`config.mk`:
```
export PLATFORM = sky130hd
export DESIGN_NAME = delayed_ready_task_queues
export DESIGN_NICKNAME = d
export VERILOG_FILES = /design/src/rtl/drtq_pkg.sv /design/src/rtl/drtq_ctrl.sv /design/src/rtl/drtq_dp.sv /design/src/rtl/delayed_ready_task_queues.sv
export SDC_FILE = /design/constraint.sdc
export NUM_CORES = 2
export LEC_CHECK = 0
export ABC_AREA = 1
export BUFFER_PORTS_ARGS = -buffer_cell sky130_fd_sc_hd__buf_2
export CORE_ASPECT_RATIO = 1.1
export CORE_MARGIN = 1
export CORE_UTILIZATION = 64
export DETAILED_ROUTE_END_ITERATION = 6
export MAX_ROUTING_LAYER = met4
export PLACE_DENSITY_LB_ADDON = 0.3
export SETUP_SLACK_MARGIN = 0.4
export SLEW_MARGIN = 10
export SYNTH_ARGS = -nofsm -noshare
export SYNTH_HDL_FRONTEND = slang
export SYNTH_SLANG_ARGS = --single-unit
```
`constraint.sdc`:
```
create_clock -name clk -period 5.52 [get_ports clk]
set_input_delay 1.38 -clock clk [delete_from_list [all_inputs] [get_ports clk]]
set_output_delay 1.38 -clock clk [all_outputs]
set_load 0.05 [all_outputs]
```
`src/rtl/drtq_pkg.sv`:
```
// drtq_pkg: shared types, constants and command codes for the delayed/ready task queues.
// No dependencies.
package drtq_pkg;

  localparam int QUEUE_DEPTH_DEF = 16;
  localparam int KEY_WIDTH_DEF   = 16;
  localparam int TASK_WIDTH_DEF  = 8;

  typedef enum logic [1:0] {
    FUNC_ADD_READY   = 2'd0,
    FUNC_ADD_DELAYED = 2'd1,
    FUNC_DEQUEUE     = 2'd2,
    FUNC_TICK        = 2'd3
  } func_t;

  typedef enum logic [1:0] {
    ST_OK    = 2'd0,
    ST_EMPTY = 2'd1,
    ST_FULL  = 2'd2
  } status_t;

  typedef struct packed {
    logic [1:0]  func;
    logic [7:0]  task_id;
    logic [15:0] priority_req;
    logic [15:0] delay;
    logic [15:0] tick_count;
  } request_t;

  typedef struct packed {
    logic [7:0] out_task;
    logic       out_valid;
    logic [1:0] status;
    logic       ready_empty;
    logic [4:0] moved_count;
  } result_t;

  // Controller to datapath commands.
  typedef struct packed {
    logic load;        // capture request fields
    logic r_ins_step;  // one shift step of a ready insert
    logic r_ins_done;  // final write and count increment
    logic d_ins_step;
    logic d_ins_done;
    logic r_pop_step;  // one shift step of a ready pop
    logic r_pop_done;
    logic d_pop_step;
    logic d_pop_done;
    logic dec_step;    // saturating subtract on one delayed entry
    logic move_load;   // take delayed head as the ready insert operand
    logic clr_idx;     // reset walk index to zero
    logic set_idx_r;   // index := ready count
    logic set_idx_d;   // index := delay count
    logic inc_idx;
  } ctrl_t;

  typedef struct packed {
    logic r_full;
    logic r_zero;
    logic d_full;
    logic d_zero;
    logic r_ins_here;  // insert slot for ready found at index
    logic d_ins_here;
    logic r_pop_end;   // pop walk reached last entry
    logic d_pop_end;
    logic dec_end;     // decrement walk passed last entry
    logic d_head_zero; // delayed head has zero delay
  } stat_t;

endpackage

```
`src/rtl/drtq_ctrl.sv`:
```
// drtq_ctrl: command sequencer for the task queues.
// Depends on drtq_pkg.
module drtq_ctrl (
  input  logic                clk,
  input  logic                rst,
  input  logic                start,
  input  logic [1:0]          func,
  input  drtq_pkg::stat_t     st,
  output drtq_pkg::ctrl_t     cmd,
  output logic                busy,
  output logic                done,
  output logic                deq_ok,
  output drtq_pkg::status_t   status,
  output logic [4:0]          moved
);
  import drtq_pkg::*;

  typedef enum logic [3:0] {
    S_IDLE, S_DECODE, S_RINS, S_DINS, S_RPOP, S_DEC, S_CHK, S_MVINS, S_MVPOP, S_DONE
  } state_t;

  state_t state;
  func_t  f;     // request code, held for the whole request

  always_comb begin
    cmd = '0;
    if (state == S_IDLE && start) begin
      cmd.load = 1'b1;
    end
    unique case (state)
      S_IDLE: ;
      S_DECODE: begin
        if (f == FUNC_TICK) cmd.clr_idx = 1'b1;
        else if (f == FUNC_ADD_DELAYED) cmd.set_idx_d = 1'b1;
        else if (f == FUNC_DEQUEUE) cmd.clr_idx = 1'b1;
        else cmd.set_idx_r = 1'b1;
      end
      S_RINS: begin
        if (st.r_ins_here) cmd.r_ins_done = 1'b1;
        else cmd.r_ins_step = 1'b1;
      end
      S_DINS: begin
        if (st.d_ins_here) cmd.d_ins_done = 1'b1;
        else cmd.d_ins_step = 1'b1;
      end
      S_RPOP: begin
        if (st.r_pop_end) cmd.r_pop_done = 1'b1;
        else cmd.r_pop_step = 1'b1;
      end
      S_DEC: begin
        if (!st.dec_end) cmd.dec_step = 1'b1;
      end
      S_CHK: begin
        if (!st.d_zero && st.d_head_zero && !st.r_full) begin
          cmd.move_load = 1'b1;
          cmd.set_idx_r = 1'b1;
        end
      end
      S_MVINS: begin
        // delayed pop walk starts from the head
        if (st.r_ins_here) begin
          cmd.r_ins_done = 1'b1;
          cmd.clr_idx    = 1'b1;
        end else cmd.r_ins_step = 1'b1;
      end
      S_MVPOP: begin
        if (st.d_pop_end) cmd.d_pop_done = 1'b1;
        else cmd.d_pop_step = 1'b1;
      end
      S_DONE: ;
      default: ;
    endcase
    if (state == S_DEC && !st.dec_end) cmd.inc_idx = 1'b1;
  end

  assign busy = (state != S_IDLE);

  always_ff @(posedge clk) begin
    if (rst) begin
      state  <= S_IDLE;
      f      <= FUNC_ADD_READY;
      done   <= 1'b0;
      deq_ok <= 1'b0;
      status <= ST_OK;
      moved  <= '0;
    end else begin
      done <= 1'b0;
      unique case (state)
        S_IDLE: begin
          if (start) begin
            state  <= S_DECODE;
            f      <= func_t'(func);
            deq_ok <= 1'b0;
            status <= ST_OK;
            moved  <= '0;
          end
        end
        S_DECODE: begin
          unique case (f)
            FUNC_ADD_READY: begin
              if (st.r_full) begin
                status <= ST_FULL;
                state  <= S_DONE;
              end else state <= S_RINS;
            end
            FUNC_ADD_DELAYED: begin
              if (st.d_full) begin
                status <= ST_FULL;
                state  <= S_DONE;
              end else state <= S_DINS;
            end
            FUNC_DEQUEUE: begin
              if (st.r_zero) begin
                status <= ST_EMPTY;
                state  <= S_DONE;
              end else begin
                deq_ok <= 1'b1;
                state  <= S_RPOP;
              end
            end
            FUNC_TICK: state <= S_DEC;
            default: state <= S_DONE;
          endcase
        end
        S_RINS:  if (st.r_ins_here) state <= S_DONE;
        S_DINS:  if (st.d_ins_here) state <= S_DONE;
        S_RPOP:  if (st.r_pop_end) state <= S_DONE;
        S_DEC:   if (st.dec_end) state <= S_CHK;
        S_CHK: begin
          if (!st.d_zero && st.d_head_zero) begin
            if (st.r_full) begin
              status <= ST_FULL;
              state  <= S_DONE;
            end else state <= S_MVINS;
          end else state <= S_DONE;
        end
        S_MVINS: if (st.r_ins_here) state <= S_MVPOP;
        S_MVPOP: begin
          if (st.d_pop_end) begin
            moved <= moved + 5'd1;
            state <= S_CHK;
          end
        end
        S_DONE: begin
          done  <= 1'b1;
          state <= S_IDLE;
        end
        default: state <= S_IDLE;
      endcase
    end
  end
endmodule

```
`src/rtl/drtq_dp.sv`:
```
// drtq_dp: task tables, walk index and operand registers.
// Depends on drtq_pkg.
module drtq_dp #(
  parameter int QUEUE_DEPTH = drtq_pkg::QUEUE_DEPTH_DEF,
  parameter int KEY_WIDTH   = drtq_pkg::KEY_WIDTH_DEF,
  parameter int TASK_WIDTH  = drtq_pkg::TASK_WIDTH_DEF
) (
  input  logic              clk,
  input  logic              rst,
  input  drtq_pkg::request_t req,
  input  drtq_pkg::ctrl_t   cmd,
  output drtq_pkg::stat_t   st,
  output logic [TASK_WIDTH-1:0] head_task,
  output logic              ready_empty
);
  import drtq_pkg::*;

  localparam int IW = $clog2(QUEUE_DEPTH);
  localparam int CW = $clog2(QUEUE_DEPTH + 1);

  logic [KEY_WIDTH-1:0]  r_prio [QUEUE_DEPTH];
  logic [TASK_WIDTH-1:0] r_task [QUEUE_DEPTH];
  logic [KEY_WIDTH-1:0]  d_left [QUEUE_DEPTH];
  logic [KEY_WIDTH-1:0]  d_prio [QUEUE_DEPTH];
  logic [TASK_WIDTH-1:0] d_task [QUEUE_DEPTH];
  logic [CW-1:0] r_cnt, d_cnt, idx;

  // operand registers
  logic [KEY_WIDTH-1:0]  op_prio, op_left, op_ticks;
  logic [TASK_WIDTH-1:0] op_task;

  logic [IW-1:0] ix, ixm1, ixp1;
  logic          idx_nz;

  assign ix     = idx[IW-1:0];
  assign ixm1   = ix - IW'(1);
  assign ixp1   = ix + IW'(1);
  assign idx_nz = (idx != '0);

  assign st.r_full     = (r_cnt == CW'(QUEUE_DEPTH));
  assign st.d_full     = (d_cnt == CW'(QUEUE_DEPTH));
  assign st.r_zero     = (r_cnt == '0);
  assign st.d_zero     = (d_cnt == '0);
  // walking down from count: stop where predecessor key <= new key
  assign st.r_ins_here = !idx_nz || (r_prio[ixm1] <= op_prio);
  assign st.d_ins_here = !idx_nz || (d_left[ixm1] <= op_left);
  assign st.r_pop_end  = ((idx + CW'(1)) >= r_cnt);
  assign st.d_pop_end  = ((idx + CW'(1)) >= d_cnt);
  assign st.dec_end    = (idx >= d_cnt);
  assign st.d_head_zero = (d_left[0] == '0);

  assign head_task   = r_task[0];
  assign ready_empty = (r_cnt == '0);

  always_ff @(posedge clk) begin
    if (rst) begin
      r_cnt <= '0;
      d_cnt <= '0;
      idx   <= '0;
    end else begin
      if (cmd.clr_idx) idx <= '0;
      if (cmd.set_idx_r) idx <= r_cnt;
      if (cmd.set_idx_d) idx <= d_cnt;
      if (cmd.inc_idx) idx <= idx + CW'(1);
      if (cmd.r_ins_step || cmd.d_ins_step) idx <= idx - CW'(1);
      if (cmd.r_pop_step || cmd.d_pop_step) idx <= idx + CW'(1);
      if (cmd.r_ins_done) r_cnt <= r_cnt + CW'(1);
      if (cmd.d_ins_done) d_cnt <= d_cnt + CW'(1);
      if (cmd.r_pop_done) begin
        r_cnt <= r_cnt - CW'(1);
        idx   <= '0;
      end
      if (cmd.d_pop_done) begin
        d_cnt <= d_cnt - CW'(1);
        idx   <= '0;
      end
    end
  end

  always_ff @(posedge clk) begin
    if (cmd.load) begin
      op_task  <= req.task_id[TASK_WIDTH-1:0];
      op_prio  <= KEY_WIDTH'(req.priority_req);
      op_left  <= KEY_WIDTH'(req.delay);
      op_ticks <= KEY_WIDTH'(req.tick_count);
    end
    if (cmd.move_load) begin
      op_prio <= d_prio[0];
      op_task <= d_task[0];
    end
    if (cmd.r_ins_step) begin
      r_prio[ix] <= r_prio[ixm1];
      r_task[ix] <= r_task[ixm1];
    end
    if (cmd.r_ins_done) begin
      r_prio[ix] <= op_prio;
      r_task[ix] <= op_task;
    end
    if (cmd.d_ins_step) begin
      d_left[ix] <= d_left[ixm1];
      d_prio[ix] <= d_prio[ixm1];
      d_task[ix] <= d_task[ixm1];
    end
    if (cmd.d_ins_done) begin
      d_left[ix] <= op_left;
      d_prio[ix] <= op_prio;
      d_task[ix] <= op_task;
    end
    if (cmd.r_pop_step) begin
      r_prio[ix] <= r_prio[ixp1];
      r_task[ix] <= r_task[ixp1];
    end
    if (cmd.d_pop_step) begin
      d_left[ix] <= d_left[ixp1];
      d_prio[ix] <= d_prio[ixp1];
      d_task[ix] <= d_task[ixp1];
    end
    if (cmd.dec_step) begin
      d_left[ix] <= (d_left[ix] > op_ticks) ? d_left[ix] - op_ticks : '0;
    end
  end
endmodule

```
`src/rtl/delayed_ready_task_queues.sv`:
```
// delayed_ready_task_queues: top level joining sequencer and datapath.
// Depends on drtq_pkg, drtq_ctrl, drtq_dp.
//
// Usage:
//   A request is taken when start is high and busy is low; all request
//   fields are captured then, so the sender may change them while busy.
//   Exactly one result follows, shown for one cycle with done high; the
//   receiver cannot stall it. busy drops in the done cycle.
//   Requests: add ready, add delayed (sorted insert, ties behind equals),
//   dequeue ready head, tick (saturating decrement of every delay, then
//   move zero-delay heads into the ready table while it has room).
//   Every insert or pop step moves one table entry. For each moved entry,
//   a tick runs an insert walk over the ready entries, a pop walk over the
//   delayed entries and a head check. Rejected adds and empty dequeues skip
//   the walks.
//   Reset clears both counts; table contents need no clearing.
module delayed_ready_task_queues #(
  parameter int QUEUE_DEPTH = drtq_pkg::QUEUE_DEPTH_DEF,
  parameter int KEY_WIDTH   = drtq_pkg::KEY_WIDTH_DEF,
  parameter int TASK_WIDTH  = drtq_pkg::TASK_WIDTH_DEF
) (
  input  logic               clk,
  input  logic               rst,
  input  logic               start,
  output logic               busy,
  input  drtq_pkg::request_t request,
  output logic               done,
  output drtq_pkg::result_t  result
);
  import drtq_pkg::*;

  ctrl_t   cmd;
  stat_t   st;
  status_t status;
  logic    deq_ok, ready_empty;
  logic [4:0] moved;
  logic [TASK_WIDTH-1:0] head_task;
  logic [TASK_WIDTH-1:0] taken_task;

  drtq_ctrl u_ctrl (
    .clk, .rst, .start, .func(request.func), .st, .cmd, .busy, .done,
    .deq_ok, .status, .moved
  );

  drtq_dp #(.QUEUE_DEPTH(QUEUE_DEPTH), .KEY_WIDTH(KEY_WIDTH), .TASK_WIDTH(TASK_WIDTH)) u_dp (
    .clk, .rst, .req(request), .cmd, .st, .head_task, .ready_empty
  );

  // head is captured before the pop walk overwrites it
  always_ff @(posedge clk) begin
    if (cmd.load) taken_task <= head_task;
  end

  always_comb begin
    result             = '0;
    result.out_task    = deq_ok ? 8'(taken_task) : 8'd0;
    result.out_valid   = deq_ok;
    result.status      = status;
    result.ready_empty = ready_empty;
    result.moved_count = moved;
  end
endmodule

```
==> flow_metrics.tcl <==
set metrics [dict create \
    drtIter0Drc 5973 \
    netlist.area_leader.share_pct 58.0 \
    place_congestion 0.994 \
    p_comb_share_pct 50.1 \
    crit_family "buffers and inverters" \
    multi_input_area_sq_um 20300 \
    maxCapViolCount 0 \
    outcome "finished, violations left" \
    synth-seq-cells 1122 \
    synth_area_leaders "edfxtp_1, nand2_1, o21ai_0" \
    path_class "register to register" \
    fill_cells 5918 \
    clock_path_buffers 3 \
    grt_pass1_wl_microns 247000 \
    core_area_sq_um 86700 \
    crit_path_end_kind "register" \
    grt_pass1_vias 42400 \
    yosysMostFrequentCell "nand2_1" \
    vdd_drop_max_v 0.000549 \
    syn2layout_area_growth_pct 10.8 \
    avgSynthCellArea_sq_um 9.64 \
    yosys.area.top_type "edfxtp_1" \
    antenna_found_initial 0 \
    worstPathArrival_ns 5.36 \
    async_reset_ff_share_pct 0 \
    postRouteAntennaNets 0 \
    leakagePower_nw 23.5 \
    finalHoldViolCount 0 \
    viasPerCell 6.40 \
    regArea_sq_um 33400 \
    synth_warnings 0 \
    synthCells 5839 \
    dp_hpwl_microns 95300 \
    setup_viol 0 \
    die_h_microns 313 \
    design.portCount 80 \
    p_sw_w 0.0198 \
    hold_slack_ns 0.432 \
    insertion_delay_ns 0.73 \
    cpMaxStageDelayCell "buf_4" \
    crit_path_max_fanout 71 \
    startpoint_type "register" \
    cp.required_ns 5.97 \
    max_freq_mhz 204 \
    synth_nets 5983 \
    wl_per_cell_microns 23.7 \
    rsz0062_at_grt "true" \
    finClkSkew_ns 0.0507 \
    drv_slew 0 \
    synth_flop_cell "edfxtp_1" \
    syn_area_sq_um 56300 \
    hp-class "register to register" \
    final.min_clock_period_ns 4.91 \
    place_ws_ns 0.273 \
    power_density_nw_per_um2 722 \
    grt_max_degree 190 \
    grt-ovfl-total 0 \
    violations "design-rule violations" \
    final_util_pct 71.9 \
    max_slew_margin_pct 29.7 \
    final.setup.worst_slack_ns 0.614 \
    synth-edff-count 1088 \
    ys_seq_area_share_pct 59.3 \
    final_nets 5946 \
    synth_common_cells "nand2_1, edfxtp_1, o21ai_0" \
    p_seq_share_pct 32.9 \
    drc 1 \
    cp_num_buf_inv 7 \
    die_w_microns 285 \
    clockPowerShare_pct 17.0 \
    die_area_sq_um 89100 \
    io_buffers 79 \
    antennaDiodeCount 0 \
    cts_tree "done" \
    cts_hold_repair.buffers 0 \
    ys_types 57 \
    cell_internal_pwr_w 0.0252 \
    start_util_pct 64.9 \
    timing.final.crit_share_pct 88.9 \
    drive_gt1_share_pct 9.14 \
    htreeDepth 3 \
    cts_root_buf "clkbuf_16" \
    clock-sinks 1122 \
    cts_buffers 109 \
    max_stage_delay_ns 0.46 \
    wirelength_microns 167000 \
    rows 113 \
    worst_path_most_repeated_cell "nand2_1" \
    fin_setup_tns_ns 0 \
    grt.total_usage_pct 37.9 \
    first_pass_iters 7 \
    switching_share_pct 44.0 \
    via_count 45100 \
    clk_pin_slew_ns 0.06 \
    tightest_slew_ns 1.05 \
]
## cells in the final DEF (no fill, tap or decap), types with 5 or more instances in the layout
master	n
a21o_1	6
a21oi_1	372
a31oi_1	12
a31oi_4	8
buf_12	35
buf_2	79
buf_4	114
bufinv_16	13
clkbuf_1	21
clkbuf_16	112
clkbuf_8	5
clkinv_1	23
clkinv_2	26
clkinvlp_4	5
dfxtp_1	31
edfxtp_1	1088
ha_1	79
inv_1	385
inv_2	10
mux2i_1	152
nand2_1	1604
nand2_2	8
nand3_1	248
nand4_1	21
nor2_1	236
nor2_2	6
nor2_4	36
nor3_1	18
o211ai_1	166
o21ai_0	744
o21ai_1	43
o21ai_2	10
o21ai_4	9
o221ai_1	19
o22ai_1	25
o31ai_1	12
o32ai_1	9
or2_2	22
xor2_1	14
## routing by layer
metal	wire [microns]	track usage, %
met5	0	-
met2	76500	58.5
met4	13500	26.9
met3	19100	6.11
met1	58200	45.8
## registers in the layout (all words and copies together), names as in the netlist, 2 cells and up, named ones only
name / cells
u_ctrl.f: 2
u_dp.op_left: 16
u_dp.d_prio: 256
u_ctrl.status: 2
u_dp.idx: 5
u_dp.r_prio: 256
u_dp.r_task: 128
u_dp.d_cnt: 5
u_dp.d_task: 128
u_dp.r_cnt: 5
u_dp.op_ticks: 16
u_dp.op_task: 8
u_dp.op_prio: 16
u_ctrl.moved: 5
u_dp.d_left: 256
taken_task: 8
u_ctrl.state: 4
## kinds of logic (layout without fill, tap and decap cells)
family                     count (synthesis)  after routing  synth area share [%]
AOI/OAI and AO/OA                       1457           1457                  14.2
xor gates and xnor gates                  19             19                 0.367
adders and majority gates                 83             83                  1.89
buffers and inverters                    786            846                  5.83
DFF                                     1122           1122                  59.3
muxes                                    152            152                  2.70
and+or+nand+nor                         2220           2220                  15.8
## cell type report
type	count	share of cell area, %
Multi-Input combinational cell	3931	32.5
Timing Repair Buffer	234	3.29
Clock inverter	71	1.20
Sequential cell	1122	53.5
Clock buffer	137	4.69
Tap cell	1150	2.31
Inverter	404	2.48
## worst register-to-register path, delay by kind of cell (launching register included)
kind | cells | cell delay (ns)
buffers and inverters | 7 | 1.80
AND/OR/NAND/NOR | 13 | 1.18
AO/OA/AOI/OAI | 5 | 0.81
flip-flops | 1 | 0.43
adder cells (fa/ha/maj) | 2 | 0.40
## power by group through the flow
stage / registers, W / clock network, W / logic, W
2_1_floorplan: 0.0149 / 0 / 0.0148
3_3_place_gp: 0.0150 / 0 / 0.0203
3_5_place_dp: 0.0151 / 0 / 0.0210
4_1_cts: 0.0149 / 0.00766 / 0.0213
5_1_grt: 0.0148 / 0.00797 / 0.0246
6_report: 0.0148 / 0.00765 / 0.0225
## through the flow
stage | cells | power [W] | area [sq um]
3_3_place_gp | 6837 | 0.0354 | 58200
5_1_grt | 7049 | 0.0475 | 62300
4_1_cts | 7045 | 0.0439 | 62000
6_report | 7049 | 0.0450 | 62300
2_1_floorplan | 5839 | 0.0297 | 56300
3_5_place_dp | 6837 | 0.0361 | 58200
## what timing repair did
action	4_1_cts	5_1_grt
setup buffers	0	3
pin swaps	0	2
resized for setup	10	56
setup endpoints to repair	146	1024
cloned	0	1
## path summary, 6_finish.rpt
check | slack, ns | cells past startpoint | to | from
min reg2reg | 0.43 | 0 | taken_task[4] | u_dp.r_task[0][4]
max | 0.61 | 27 | u_dp.r_task[0][1] | u_dp.idx[1]
min | 0.43 | 0 | taken_task[4] | u_dp.r_task[0][4]
max reg2reg | 0.61 | 27 | u_dp.r_task[0][1] | u_dp.idx[1]
(Power assumes the default switching activity.)
